==> src/hdl/dimm_temp_qualifier_top_macros.svh <==
// Assertion helpers shared by the RTL.
// Each check is sampled on the rising clock edge and is off while reset is low.
`ifndef DIMM_TEMP_QUALIFIER_TOP_MACROS_SVH
`define DIMM_TEMP_QUALIFIER_TOP_MACROS_SVH

// Same-cycle implication.
`define DTQ_ASSERT_NOW(label, clk, rst_n, ante, cons) \
    label: assert property (@(posedge clk) disable iff (!rst_n) (ante) |-> (cons)) \
        else $error("same-cycle check failed");

// Next-cycle implication.
`define DTQ_ASSERT_NEXT(label, clk, rst_n, ante, cons) \
    label: assert property (@(posedge clk) disable iff (!rst_n) (ante) |=> (cons)) \
        else $error("next-cycle check failed");

`endif

==> src/hdl/dtq_pkg.sv <==
`default_nettype none

package dtq_pkg;

    localparam int NUM_GROUPS      = 8;
    localparam int SLOTS_PER_GROUP = 8;
    localparam int NUM_SLOTS       = NUM_GROUPS * SLOTS_PER_GROUP;
    localparam int SLOT_ADDR_W     = $clog2(NUM_SLOTS);

    localparam int TEMP_W      = 8;
    localparam int FLAG_W      = 5;
    localparam int GROUP_W     = 3;
    localparam int SLOT_W      = 3;
    localparam int STATUS_W    = 2;
    localparam int HOT_SLOT_W  = 4;
    localparam int CFG_INDEX_W = 8;
    localparam int CFG_DATA_W  = 8;

    localparam int FLAG_RANGE_BIT = 0;
    localparam int FLAG_FAST_BIT  = 1;

    localparam logic [TEMP_W-1:0] OVERTEMP_RESET  = TEMP_W'(85);
    localparam logic [TEMP_W-1:0] MIN_VALID_RESET = TEMP_W'(1);
    localparam logic [TEMP_W-1:0] MAX_VALID_RESET = TEMP_W'(125);
    localparam logic [TEMP_W-1:0] MAX_STEP_RESET  = TEMP_W'(2);

    typedef enum logic [STATUS_W-1:0] {
        STATUS_NEW     = 2'd0,
        STATUS_OLD     = 2'd1,
        STATUS_ERROR   = 2'd2,
        STATUS_STALLED = 2'd3
    } status_t;

    typedef enum logic [CFG_INDEX_W-1:0] {
        CFG_OVERTEMP  = 8'd0,
        CFG_MIN_VALID = 8'd1,
        CFG_MAX_VALID = 8'd2,
        CFG_MAX_STEP  = 8'd3
    } cfg_index_t;

endpackage

`default_nettype wire

==> src/hdl/dtq_sample_if.sv <==
`default_nettype none

interface dtq_sample_if;
    logic                          valid;
    logic                          ready;
    logic [dtq_pkg::GROUP_W-1:0]   group_index;
    logic [dtq_pkg::SLOT_W-1:0]    slot_index;
    logic                          sensor_enabled;
    logic [dtq_pkg::STATUS_W-1:0]  sensor_status;
    logic [dtq_pkg::TEMP_W-1:0]    reading_temp;
    logic                          scan_end;

    modport source (
        output valid, group_index, slot_index, sensor_enabled, sensor_status,
               reading_temp, scan_end,
        input  ready
    );
    modport sink (
        input  valid, group_index, slot_index, sensor_enabled, sensor_status,
               reading_temp, scan_end,
        output ready
    );
endinterface

`default_nettype wire

==> src/hdl/dtq_result_if.sv <==
`default_nettype none

interface dtq_result_if;
    logic                            valid;
    logic                            ready;
    logic [dtq_pkg::TEMP_W-1:0]      qualified_temp;
    logic [dtq_pkg::FLAG_W-1:0]      slot_flags;
    logic                            overtemp;
    logic                            temp_updated;
    logic                            recovery_request;
    logic                            scan_done;
    logic [dtq_pkg::TEMP_W-1:0]      hottest_temp;
    logic [dtq_pkg::HOT_SLOT_W-1:0]  hottest_slot;
    logic                            location_updated;

    modport source (
        output valid, qualified_temp, slot_flags, overtemp, temp_updated,
               recovery_request, scan_done, hottest_temp, hottest_slot,
               location_updated,
        input  ready
    );
    modport sink (
        input  valid, qualified_temp, slot_flags, overtemp, temp_updated,
               recovery_request, scan_done, hottest_temp, hottest_slot,
               location_updated,
        output ready
    );
endinterface

`default_nettype wire

==> src/hdl/dtq_cfg_if.sv <==
`default_nettype none

interface dtq_cfg_if;
    logic                               valid;
    logic                               ready;
    logic [dtq_pkg::CFG_INDEX_W-1:0]    index;
    logic [dtq_pkg::CFG_DATA_W-1:0]     data;

    modport source (output valid, index, data, input ready);
    modport sink   (input valid, index, data, output ready);
endinterface

`default_nettype wire

==> src/hdl/dimm_temp_qualifier_top.sv <==
// Channel   Direction  Handshake      Payload
// sample    in         valid/ready    one sensor reading for a (group, slot)
// result    out        valid/ready    qualified temperature, flags, scan summary
// cfg       in         valid/ready    register index and write data
//
// One item per cycle sustained while result is ready; each accepted item passes
// the slot store read (registered) and the qualify step into the result register.
// The slot store is one write port, one read port; a write-back register
// forwards the previous item's slot update so back-to-back items on one slot
// see fresh data. Reset clears control state and slot valid bits at once
// (no clearing pass); cfg is always ready. A stalled result holds the qualify
// stage, and sample stays ready while that stage is free.
`default_nettype none
`include "dimm_temp_qualifier_top_macros.svh"

module dimm_temp_qualifier_top (
    input  wire logic          clk,
    input  wire logic          rst_n,
    dtq_sample_if.sink         sample,
    dtq_result_if.source       result,
    dtq_cfg_if.sink            cfg
);

    localparam int TW = dtq_pkg::TEMP_W;
    localparam int FW = dtq_pkg::FLAG_W;
    localparam int AW = dtq_pkg::SLOT_ADDR_W;

    // Configuration registers
    logic [TW-1:0] overtemp_reg;
    logic [TW-1:0] min_valid_reg;
    logic [TW-1:0] max_valid_reg;
    logic [TW-1:0] max_step_reg;

    // Slot store: temperature and flags, plus a valid bit per entry
    logic [TW-1:0] temp_mem [dtq_pkg::NUM_SLOTS];
    logic [FW-1:0] flag_mem [dtq_pkg::NUM_SLOTS];
    logic [dtq_pkg::NUM_SLOTS-1:0] slot_vld_reg;

    // Qualify stage
    logic                             s1_valid_reg;
    logic [dtq_pkg::GROUP_W-1:0]      s1_group_reg;
    logic [dtq_pkg::SLOT_W-1:0]       s1_slot_reg;
    logic                             s1_enabled_reg;
    dtq_pkg::status_t                 s1_status_reg;
    logic [TW-1:0]                    s1_reading_reg;
    logic                             s1_scan_end_reg;
    logic                             s1_grp_ok_reg;
    logic                             s1_ok_reg;
    logic [AW-1:0]                    s1_addr_reg;
    logic [TW-1:0]                    rd_temp_reg;
    logic [FW-1:0]                    rd_flags_reg;
    logic                             rd_vld_reg;

    // Write-back forwarding
    logic                             byp_vld_reg;
    logic [AW-1:0]                    byp_addr_reg;
    logic [TW-1:0]                    byp_temp_reg;
    logic [FW-1:0]                    byp_flags_reg;

    // Group and scan state
    logic [dtq_pkg::NUM_GROUPS-1:0]   ran_once_reg;
    logic [TW-1:0]                    run_max_reg [dtq_pkg::NUM_GROUPS];
    logic [TW-1:0]                    scan_hot_temp_reg;
    logic [dtq_pkg::HOT_SLOT_W-1:0]   scan_hot_slot_reg;

    // Result register
    logic                             res_valid_reg;
    logic [TW-1:0]                    res_temp_reg;
    logic [FW-1:0]                    res_flags_reg;
    logic                             res_overtemp_reg;
    logic                             res_updated_reg;
    logic                             res_recovery_reg;
    logic                             res_scan_done_reg;
    logic [TW-1:0]                    res_hot_temp_reg;
    logic [dtq_pkg::HOT_SLOT_W-1:0]   res_hot_slot_reg;
    logic                             res_loc_reg;

    // Handshake
    logic          advance;
    logic          sample_acc;
    logic          in_grp_ok;
    logic          in_ok;
    logic [AW-1:0] rd_addr;

    // Qualify logic
    logic                           byp_hit;
    logic [TW-1:0]                  prev_raw;
    logic [FW-1:0]                  flags_old;
    logic [TW-1:0]                  prev;
    logic [TW:0]                    hi_sum;
    logic [TW-1:0]                  hi_lim;
    logic [TW-1:0]                  lo_lim;
    logic                           in_range;
    logic                           fast_keep;
    logic [TW-1:0]                  q_next;
    logic [FW-1:0]                  flags_next;
    logic                           overtemp_next;
    logic                           updated_next;
    logic                           recovery_next;
    logic [TW-1:0]                  cand_temp;
    logic [dtq_pkg::HOT_SLOT_W-1:0] cand_slot;
    logic                           loc_next;
    logic                           wr_en;

    // ------------------------------------------------------------------
    // Flow control: advance the qualify stage when the result register is
    // free or being emptied; take a new item whenever the stage frees up.
    // ------------------------------------------------------------------
    assign advance      = s1_valid_reg && (!res_valid_reg || result.ready);
    assign sample.ready = !s1_valid_reg || advance;
    assign sample_acc   = sample.valid && sample.ready;
    assign cfg.ready    = 1'b1;
    assign wr_en        = advance && s1_ok_reg;

    assign in_grp_ok = 32'(sample.group_index) < dtq_pkg::NUM_GROUPS;
    assign in_ok     = in_grp_ok && (32'(sample.slot_index) < dtq_pkg::SLOTS_PER_GROUP);
    assign rd_addr   = AW'(32'(sample.group_index) * dtq_pkg::SLOTS_PER_GROUP
                           + 32'(sample.slot_index));

    // ------------------------------------------------------------------
    // Configuration writes
    // ------------------------------------------------------------------
    always_ff @(posedge clk or negedge rst_n)
    begin
        if (!rst_n)
        begin
            overtemp_reg  <= dtq_pkg::OVERTEMP_RESET;
            min_valid_reg <= dtq_pkg::MIN_VALID_RESET;
            max_valid_reg <= dtq_pkg::MAX_VALID_RESET;
            max_step_reg  <= dtq_pkg::MAX_STEP_RESET;
        end
        else if (cfg.valid && cfg.ready)
        begin
            unique case (cfg.index)
                dtq_pkg::CFG_OVERTEMP:  overtemp_reg  <= cfg.data;
                dtq_pkg::CFG_MIN_VALID: min_valid_reg <= cfg.data;
                dtq_pkg::CFG_MAX_VALID: max_valid_reg <= cfg.data;
                dtq_pkg::CFG_MAX_STEP:  max_step_reg  <= cfg.data;
                default:                ;
            endcase
        end
    end

    // ------------------------------------------------------------------
    // Slot store: read on accept, write back as the item leaves the
    // qualify stage. Read data is registered.
    // ------------------------------------------------------------------
    always_ff @(posedge clk)
    begin
        if (sample_acc)
        begin
            rd_temp_reg  <= temp_mem[rd_addr];
            rd_flags_reg <= flag_mem[rd_addr];
        end
        if (wr_en)
        begin
            temp_mem[s1_addr_reg] <= q_next;
            flag_mem[s1_addr_reg] <= flags_next;
        end
    end

    // ------------------------------------------------------------------
    // Qualify stage payload (no reset needed)
    // ------------------------------------------------------------------
    always_ff @(posedge clk)
    begin
        if (sample_acc)
        begin
            s1_group_reg    <= sample.group_index;
            s1_slot_reg     <= sample.slot_index;
            s1_enabled_reg  <= sample.sensor_enabled;
            s1_status_reg   <= dtq_pkg::status_t'(sample.sensor_status);
            s1_reading_reg  <= sample.reading_temp;
            s1_scan_end_reg <= sample.scan_end;
            s1_grp_ok_reg   <= in_grp_ok;
            s1_ok_reg       <= in_ok;
            s1_addr_reg     <= rd_addr;
        end
        if (wr_en)
        begin
            byp_addr_reg  <= s1_addr_reg;
            byp_temp_reg  <= q_next;
            byp_flags_reg <= flags_next;
        end
        if (advance)
        begin
            res_temp_reg      <= q_next;
            res_flags_reg     <= flags_next;
            res_overtemp_reg  <= overtemp_next;
            res_updated_reg   <= updated_next;
            res_recovery_reg  <= recovery_next;
            res_scan_done_reg <= s1_scan_end_reg;
            res_hot_temp_reg  <= s1_scan_end_reg ? cand_temp : '0;
            res_hot_slot_reg  <= s1_scan_end_reg ? cand_slot : '0;
            res_loc_reg       <= loc_next;
        end
    end

    // ------------------------------------------------------------------
    // Control state: valids, slot valid bits, group and scan state
    // ------------------------------------------------------------------
    always_ff @(posedge clk or negedge rst_n)
    begin
        if (!rst_n)
        begin
            s1_valid_reg      <= 1'b0;
            res_valid_reg     <= 1'b0;
            rd_vld_reg        <= 1'b0;
            byp_vld_reg       <= 1'b0;
            slot_vld_reg      <= '0;
            ran_once_reg      <= '0;
            run_max_reg       <= '{default: '0};
            scan_hot_temp_reg <= '0;
            scan_hot_slot_reg <= dtq_pkg::HOT_SLOT_W'(dtq_pkg::SLOTS_PER_GROUP);
        end
        else
        begin
            if (sample_acc)
            begin
                s1_valid_reg <= 1'b1;
                rd_vld_reg   <= slot_vld_reg[rd_addr];
            end
            else if (advance)
            begin
                s1_valid_reg <= 1'b0;
            end

            if (advance)
            begin
                res_valid_reg <= 1'b1;
            end
            else if (result.ready)
            begin
                res_valid_reg <= 1'b0;
            end

            if (wr_en)
            begin
                byp_vld_reg               <= 1'b1;
                slot_vld_reg[s1_addr_reg] <= 1'b1;
            end

            if (advance)
            begin
                if (s1_scan_end_reg)
                begin
                    // Close the scan: fold into the group maximum, restart search
                    if (s1_grp_ok_reg)
                    begin
                        ran_once_reg[s1_group_reg] <= 1'b1;
                        if (loc_next)
                        begin
                            run_max_reg[s1_group_reg] <= cand_temp;
                        end
                    end
                    scan_hot_temp_reg <= '0;
                    scan_hot_slot_reg <= dtq_pkg::HOT_SLOT_W'(dtq_pkg::SLOTS_PER_GROUP);
                end
                else
                begin
                    scan_hot_temp_reg <= cand_temp;
                    scan_hot_slot_reg <= cand_slot;
                end
            end
        end
    end

    // ------------------------------------------------------------------
    // Qualify one reading
    // ------------------------------------------------------------------
    assign byp_hit = byp_vld_reg && (byp_addr_reg == s1_addr_reg);

    always_comb
    begin
        // Stored slot state; never-written entries read as zero
        if (byp_hit)
        begin
            prev_raw  = byp_temp_reg;
            flags_old = byp_flags_reg;
        end
        else if (rd_vld_reg)
        begin
            prev_raw  = rd_temp_reg;
            flags_old = rd_flags_reg;
        end
        else
        begin
            prev_raw  = '0;
            flags_old = '0;
        end

        // Zero means no stored value: the current reading stands in
        prev = (prev_raw == '0) ? s1_reading_reg : prev_raw;

        hi_sum    = {1'b0, prev} + {1'b0, max_step_reg};
        hi_lim    = hi_sum[TW] ? {TW{1'b1}} : hi_sum[TW-1:0];
        lo_lim    = prev - max_step_reg;
        in_range  = (s1_reading_reg >= min_valid_reg) && (s1_reading_reg <= max_valid_reg);
        fast_keep = (flags_old == '0) || flags_old[dtq_pkg::FLAG_FAST_BIT];

        q_next        = '0;
        flags_next    = '0;
        overtemp_next = 1'b0;
        updated_next  = 1'b0;
        recovery_next = 1'b0;

        if (s1_ok_reg)
        begin
            flags_next = flags_old;
            if (s1_enabled_reg)
            begin
                if (s1_status_reg == dtq_pkg::STATUS_NEW)
                begin
                    if (!in_range)
                    begin
                        flags_next[dtq_pkg::FLAG_RANGE_BIT] = 1'b1;
                        q_next = prev;
                    end
                    else
                    begin
                        // Slew limit; any accepted reading clears all but fast change
                        flags_next   = '0;
                        updated_next = 1'b1;
                        if (s1_reading_reg > hi_lim)
                        begin
                            q_next = hi_lim;
                            flags_next[dtq_pkg::FLAG_FAST_BIT] = fast_keep;
                        end
                        else if ((prev >= max_step_reg) && (s1_reading_reg < lo_lim))
                        begin
                            q_next = lo_lim;
                            flags_next[dtq_pkg::FLAG_FAST_BIT] = fast_keep;
                        end
                        else
                        begin
                            q_next = s1_reading_reg;
                        end
                    end
                end
                else
                begin
                    // Status flags only count after the group's first scan
                    if (ran_once_reg[s1_group_reg])
                    begin
                        flags_next[3'(s1_status_reg) + 3'd1] = 1'b1;
                    end
                    q_next        = prev;
                    recovery_next = (s1_status_reg == dtq_pkg::STATUS_ERROR);
                end
                overtemp_next = (q_next >= overtemp_reg);
            end
        end

        // Hottest of the scan, earliest slot wins ties
        if (s1_ok_reg && (q_next > scan_hot_temp_reg))
        begin
            cand_temp = q_next;
            cand_slot = dtq_pkg::HOT_SLOT_W'(s1_slot_reg);
        end
        else
        begin
            cand_temp = scan_hot_temp_reg;
            cand_slot = scan_hot_slot_reg;
        end

        loc_next = s1_scan_end_reg && s1_grp_ok_reg
                   && (cand_temp > run_max_reg[s1_group_reg]);
    end

    // ------------------------------------------------------------------
    // Result port
    // ------------------------------------------------------------------
    assign result.valid            = res_valid_reg;
    assign result.qualified_temp   = res_temp_reg;
    assign result.slot_flags       = res_flags_reg;
    assign result.overtemp         = res_overtemp_reg;
    assign result.temp_updated     = res_updated_reg;
    assign result.recovery_request = res_recovery_reg;
    assign result.scan_done        = res_scan_done_reg;
    assign result.hottest_temp     = res_hot_temp_reg;
    assign result.hottest_slot     = res_hot_slot_reg;
    assign result.location_updated = res_loc_reg;

    // ------------------------------------------------------------------
    // Checks
    // ------------------------------------------------------------------
    `DTQ_ASSERT_NOW(a_overtemp_consistent, clk, rst_n,
        res_valid_reg && res_overtemp_reg, res_temp_reg >= overtemp_reg)
    `DTQ_ASSERT_NOW(a_summary_only_on_scan_end, clk, rst_n,
        res_valid_reg && !res_scan_done_reg,
        (res_hot_temp_reg == '0) && (res_hot_slot_reg == '0) && !res_loc_reg)
    `DTQ_ASSERT_NOW(a_location_needs_heat, clk, rst_n,
        res_valid_reg && res_loc_reg, res_scan_done_reg && (res_hot_temp_reg != '0))
    `DTQ_ASSERT_NOW(a_update_excludes_recovery, clk, rst_n,
        res_valid_reg && res_updated_reg, !res_recovery_reg && !res_flags_reg[0])
    `DTQ_ASSERT_NEXT(a_scan_restarts, clk, rst_n,
        advance && s1_scan_end_reg,
        (scan_hot_temp_reg == '0)
        && (scan_hot_slot_reg == dtq_pkg::HOT_SLOT_W'(dtq_pkg::SLOTS_PER_GROUP)))

endmodule

`default_nettype wire

==> src/flat_wrapper.sv <==
// flat-port wrapper written by rule: the top's interface ports become plain ports
module dimm_temp_qualifier_top_flat 
  (clk, rst_n, sample_valid, sample_group_index, sample_slot_index, sample_sensor_enabled, sample_sensor_status, sample_reading_temp, sample_scan_end, sample_ready, result_valid, result_qualified_temp, result_slot_flags, result_overtemp, result_temp_updated, result_recovery_request, result_scan_done, result_hottest_temp, result_hottest_slot, result_location_updated, result_ready, cfg_valid, cfg_index, cfg_data, cfg_ready);
  dtq_sample_if sample_i ();
  dtq_result_if result_i ();
  dtq_cfg_if cfg_i ();
  input  wire logic clk;
  input  wire logic rst_n;
  input wire logic [$bits(sample_i.valid)-1:0] sample_valid;
  input wire logic [$bits(sample_i.group_index)-1:0] sample_group_index;
  input wire logic [$bits(sample_i.slot_index)-1:0] sample_slot_index;
  input wire logic [$bits(sample_i.sensor_enabled)-1:0] sample_sensor_enabled;
  input wire logic [$bits(sample_i.sensor_status)-1:0] sample_sensor_status;
  input wire logic [$bits(sample_i.reading_temp)-1:0] sample_reading_temp;
  input wire logic [$bits(sample_i.scan_end)-1:0] sample_scan_end;
  output wire logic [$bits(sample_i.ready)-1:0] sample_ready;
  output wire logic [$bits(result_i.valid)-1:0] result_valid;
  output wire logic [$bits(result_i.qualified_temp)-1:0] result_qualified_temp;
  output wire logic [$bits(result_i.slot_flags)-1:0] result_slot_flags;
  output wire logic [$bits(result_i.overtemp)-1:0] result_overtemp;
  output wire logic [$bits(result_i.temp_updated)-1:0] result_temp_updated;
  output wire logic [$bits(result_i.recovery_request)-1:0] result_recovery_request;
  output wire logic [$bits(result_i.scan_done)-1:0] result_scan_done;
  output wire logic [$bits(result_i.hottest_temp)-1:0] result_hottest_temp;
  output wire logic [$bits(result_i.hottest_slot)-1:0] result_hottest_slot;
  output wire logic [$bits(result_i.location_updated)-1:0] result_location_updated;
  input wire logic [$bits(result_i.ready)-1:0] result_ready;
  input wire logic [$bits(cfg_i.valid)-1:0] cfg_valid;
  input wire logic [$bits(cfg_i.index)-1:0] cfg_index;
  input wire logic [$bits(cfg_i.data)-1:0] cfg_data;
  output wire logic [$bits(cfg_i.ready)-1:0] cfg_ready;
  assign sample_i.valid = sample_valid;
  assign sample_i.group_index = sample_group_index;
  assign sample_i.slot_index = sample_slot_index;
  assign sample_i.sensor_enabled = sample_sensor_enabled;
  assign sample_i.sensor_status = sample_sensor_status;
  assign sample_i.reading_temp = sample_reading_temp;
  assign sample_i.scan_end = sample_scan_end;
  assign sample_ready = sample_i.ready;
  assign result_valid = result_i.valid;
  assign result_qualified_temp = result_i.qualified_temp;
  assign result_slot_flags = result_i.slot_flags;
  assign result_overtemp = result_i.overtemp;
  assign result_temp_updated = result_i.temp_updated;
  assign result_recovery_request = result_i.recovery_request;
  assign result_scan_done = result_i.scan_done;
  assign result_hottest_temp = result_i.hottest_temp;
  assign result_hottest_slot = result_i.hottest_slot;
  assign result_location_updated = result_i.location_updated;
  assign result_i.ready = result_ready;
  assign cfg_i.valid = cfg_valid;
  assign cfg_i.index = cfg_index;
  assign cfg_i.data = cfg_data;
  assign cfg_ready = cfg_i.ready;
  dimm_temp_qualifier_top u_core (.clk(clk), .rst_n(rst_n), .sample(sample_i), .result(result_i), .cfg(cfg_i));
endmodule
==> config.mk <==
export PLATFORM = sky130hd
export DESIGN_NAME = dimm_temp_qualifier_top_flat
export DESIGN_NICKNAME = d
export VERILOG_FILES = /design/src/hdl/dtq_pkg.sv /design/src/hdl/dtq_sample_if.sv /design/src/hdl/dtq_result_if.sv /design/src/hdl/dtq_cfg_if.sv /design/src/hdl/dimm_temp_qualifier_top.sv /design/src/flat_wrapper.sv
export VERILOG_INCLUDE_DIRS = /design/src /design/src/hdl
export SDC_FILE = /design/constraint.sdc
export NUM_CORES = 1
export LEC_CHECK = 0
export ABC_CLOCK_PERIOD_IN_PS = 11800
export BUFFER_PORTS_ARGS = -buffer_cell sky130_fd_sc_hd__clkbuf_2
export CORE_ASPECT_RATIO = 1.5
export CORE_UTILIZATION = 41
export CTS_CLUSTER_SIZE = 24
export DETAILED_ROUTE_END_ITERATION = 8
export GPL_TIMING_DRIVEN = 1
export HOLD_SLACK_MARGIN = 0.08
export PLACE_DENSITY = 0.6
export SETUP_SLACK_MARGIN = 0.1
export SLEW_MARGIN = 20
export SYNTH_ARGS = -nofsm -noshare
export SYNTH_HDL_FRONTEND = slang
export SYNTH_SLANG_ARGS = --single-unit
==> constraint.sdc <==
create_clock -name clk -period 11.8 [get_ports clk]
set_input_delay 2.95 -clock clk [delete_from_list [all_inputs] [get_ports clk]]
set_output_delay 2.95 -clock clk [all_outputs]
set_load 0.1 [all_outputs]
==> metrics <==
most used flip-flop cell after synthesis=edfxtp_1; gpl congestion=0.9196; post-CTS setup buffer count=0; Pins Over Slew Limit=0; VDD IR max=0.1356 mV; sequential element share of the synthesized area=71.35%; total power divided by cell area=roughly 190 mW/mm²; CP max stage delay=slightly below 0.7 ns; Worst Setup SP=u_core.s1_addr_reg[3]; Internal=approximately 7000 µW; Seq pwr share=between 40% and 50%; TNS Setup=0 ns; Slew headroom=23.77%; vias in the first global route=23.18k; switching power=2596 µW; Area Overhead vs Synth=13.13%; reg2reg start=u_core.s1_addr_reg[3]; clk_lat worst skew=0.70 ns; DPL Wire Length=~68000 µm; number of synthesized flops with an enable pin=899; Largest Register=u_core.temp_mem; number of detailed-route iterations in the first pass=6; Syn Std Cell Area=between 0.04 and 0.05 mm²; die height=404.6 µm; clk root buf=clkbuf_16; clock slew seen by the registers of the worst setup and hold paths=roughly 0.070 ns; Fin. Hold Viols=0; Leak=about 0.018 µW; Ys Warns=0; slew at the pin closest to its max-slew limit=1.143 ns; Layout Nets=2543; Antenna Cells=0; Worst path slowest cell=a2111oi_0; Top Registers=u_core.temp_mem (512), u_core.flag_mem (320); core area=0.1070 mm²; Clock power frac=roughly a third; syn_area_per_cell=19.45 µm²; Synth async-reset ratio=16.99%; gr ovfl total=0; total wire length=104400 µm; Worst R2R Setup Slack=0.96 ns; Worst Hold Path Cells=1; worst endpoint data arrival time=11.42 ns; die area=0.1094 mm²; max reg flops=512; antenna violations before repair=1; Worst Setup Path Type=reg -> reg; largest net degree at the start of global routing=around 140; Worst Skew=0.02969 ns; # IOs=72; worst-path maximum fanout=16; Total GRT Usage=about 19%; commonest non-fill, non-tap cell in the layout=edfxtp_1; first-pass GRT wire length=155800 µm; initial core utilization=41.39%; share of layout cells above drive strength 1=between 30% and 40%; R2R cell count=38; commonest cells after routing, fill and taps aside=edfxtp_1, mux4_2, dfrtp_1; CTS HTree Levels=3; Startpoint Class=flip-flop; wire per inst=26.58 µm; unrepaired setup endpoints after global routing=no; DRT antenna net count=0; row cnt=147; CTS Buf Count=98; DRC violation total after the first TritonRoute iteration=1756; Fill cells=about 8.8k; synthesized netlist cell count=approximately 2.3k; status=completed; fin crit share=91.90%; Sw Share=between 20% and 30%; DRC Markers=0; Critical Path End=u_core.run_max_reg[26]; via count=approximately 22k; port bufs=70; required time of the critical path=12.38 ns; Worst Hold Margin=0.4596 ns; clk buf depth=3; Mapped Nets=2389; min cycle time layout=10.84 ns; Max-cap violations=0; Overall Power=9476 µW; Unique masters post-synth=77; Comb pwr share=around 17%; reg2reg end=u_core.run_max_reg[26]; Vias/cell=5.641; CTS tree=built; Clock Sinks=1083; Die Span X=270.4 µm; CP endpoint kind=flip-flop; #FFs+latches synth=approximately 1.1k; FMAX=0.09222 GHz; Setup violations, final=0; Hold Crit Class=reg -> reg; cts-stage hold buffer count=0; cell mode on critical path=ha_1
[worst max-delay path: cells and delay by family, from the launching register on]
kind	cells	cell delay (ns)
DFF	1	0.59
xor gates and xnor gates	2	0.44
muxes	3	1.23
AOI/OAI and AO/OA	16	4.56
buffers and inverters	4	0.83
and+or+nand+nor	9	1.87
adders and majority gates	4	1.17
[power by group through the flow]
stage	logic (µW)	registers [µW]	clock network [µW]
floorplan	991	4790	0
global placement	1610	4690	0
detailed placement	1650	4700	0
CTS	1650	4620	3280
global route	1780	4640	3400
finish	1640	4630	3210
[cells in the mapped netlist (all sizes together) (15+ instances only)]
library cell	number	area share, %
ha	70	2.0
a22oi	18	0.30
or2	68	0.96
nand3	17	0.19
o21ai	27	0.31
mux4	294	15
a21oi	32	0.36
buf	35	0.34
edfxtp	899	61
clkbuf	61	0.52
a22o	15	0.30
nand2	71	0.60
inv	60	0.51
dfrtp	171	9.7
and2	16	0.23
nor2	109	0.92
mux2	103	2.7
[final cells by class]
class	instances	area [µm²]	share of cell area [%]
Inverter	61	229.0	0.4568
Multi-Input combinational cell	1038	12300	24.54
Clock buffer	127	2601	5.189
Sequential cell	1083	31620	63.07
Timing Repair Buffer	150	996.0	1.987
Tap cell	1415	1770	3.532
Clock inverter	52	614.3	1.226
[how the worst min path moves through the flow]
stage / slack (ns) / endpoint / startpoint
2_1_floorplan: 0.42 / u_core.byp_addr_reg[1] / u_core.s1_addr_reg[1]
3_3_place_gp: 0.44 / u_core.slot_vld_reg[62] / u_core.slot_vld_reg[62]
3_5_place_dp: 0.45 / u_core.slot_vld_reg[43] / u_core.slot_vld_reg[43]
4_1_cts: 0.46 / u_core.slot_vld_reg[44] / u_core.slot_vld_reg[44]
5_1_grt: 0.47 / u_core.slot_vld_reg[44] / u_core.slot_vld_reg[44]
6_report: 0.46 / u_core.slot_vld_reg[43] / u_core.slot_vld_reg[43]
[metal layers]
metal / wire length [µm] / GRT usage, % / vias up
met4: 3962 / 7.860 / 2
met1: 39110 / 22.45 / 11890
met2: 57050 / 35.95 / 581
met5: 13 / 0 / -
met3: 4237 / 2.661 / 184
li1: - / - / 9495
[what timing repair did]
| action | CTS | global route |
|---|---|---|
| gates resized for setup | 0 | 4 |
| setup endpoints to repair | 0 | 64 |
| hold endpoints to repair | 0 | 0 |
[logic make-up after synthesis]
group / share of synthesized area [%]
buf+inv: 1.375
xor+xnor: 0.3163
simple gates: 4.066
mux: 17.74
fa+ha+maj: 2.067
other cells: 0.008463
compound gates: 3.075
flops: 71.35
[per-stage QoR]
stage | setup WS (ns) | cell area, µm² | utilization (%) | instances
floorplan | 0.8171 | 44320 | - | 2278
global placement | 0.7024 | 46880 | 43.79 | 3746
global route | 0.1053 | 50130 | 46.83 | 3926
detailed placement | 0.6917 | 46890 | 43.80 | 3747
finish | 0.9563 | 50130 | 46.83 | 3926
CTS | 0.6787 | 50100 | 46.81 | 3926
No activity file was read; power rests on OpenSTA's default activity.
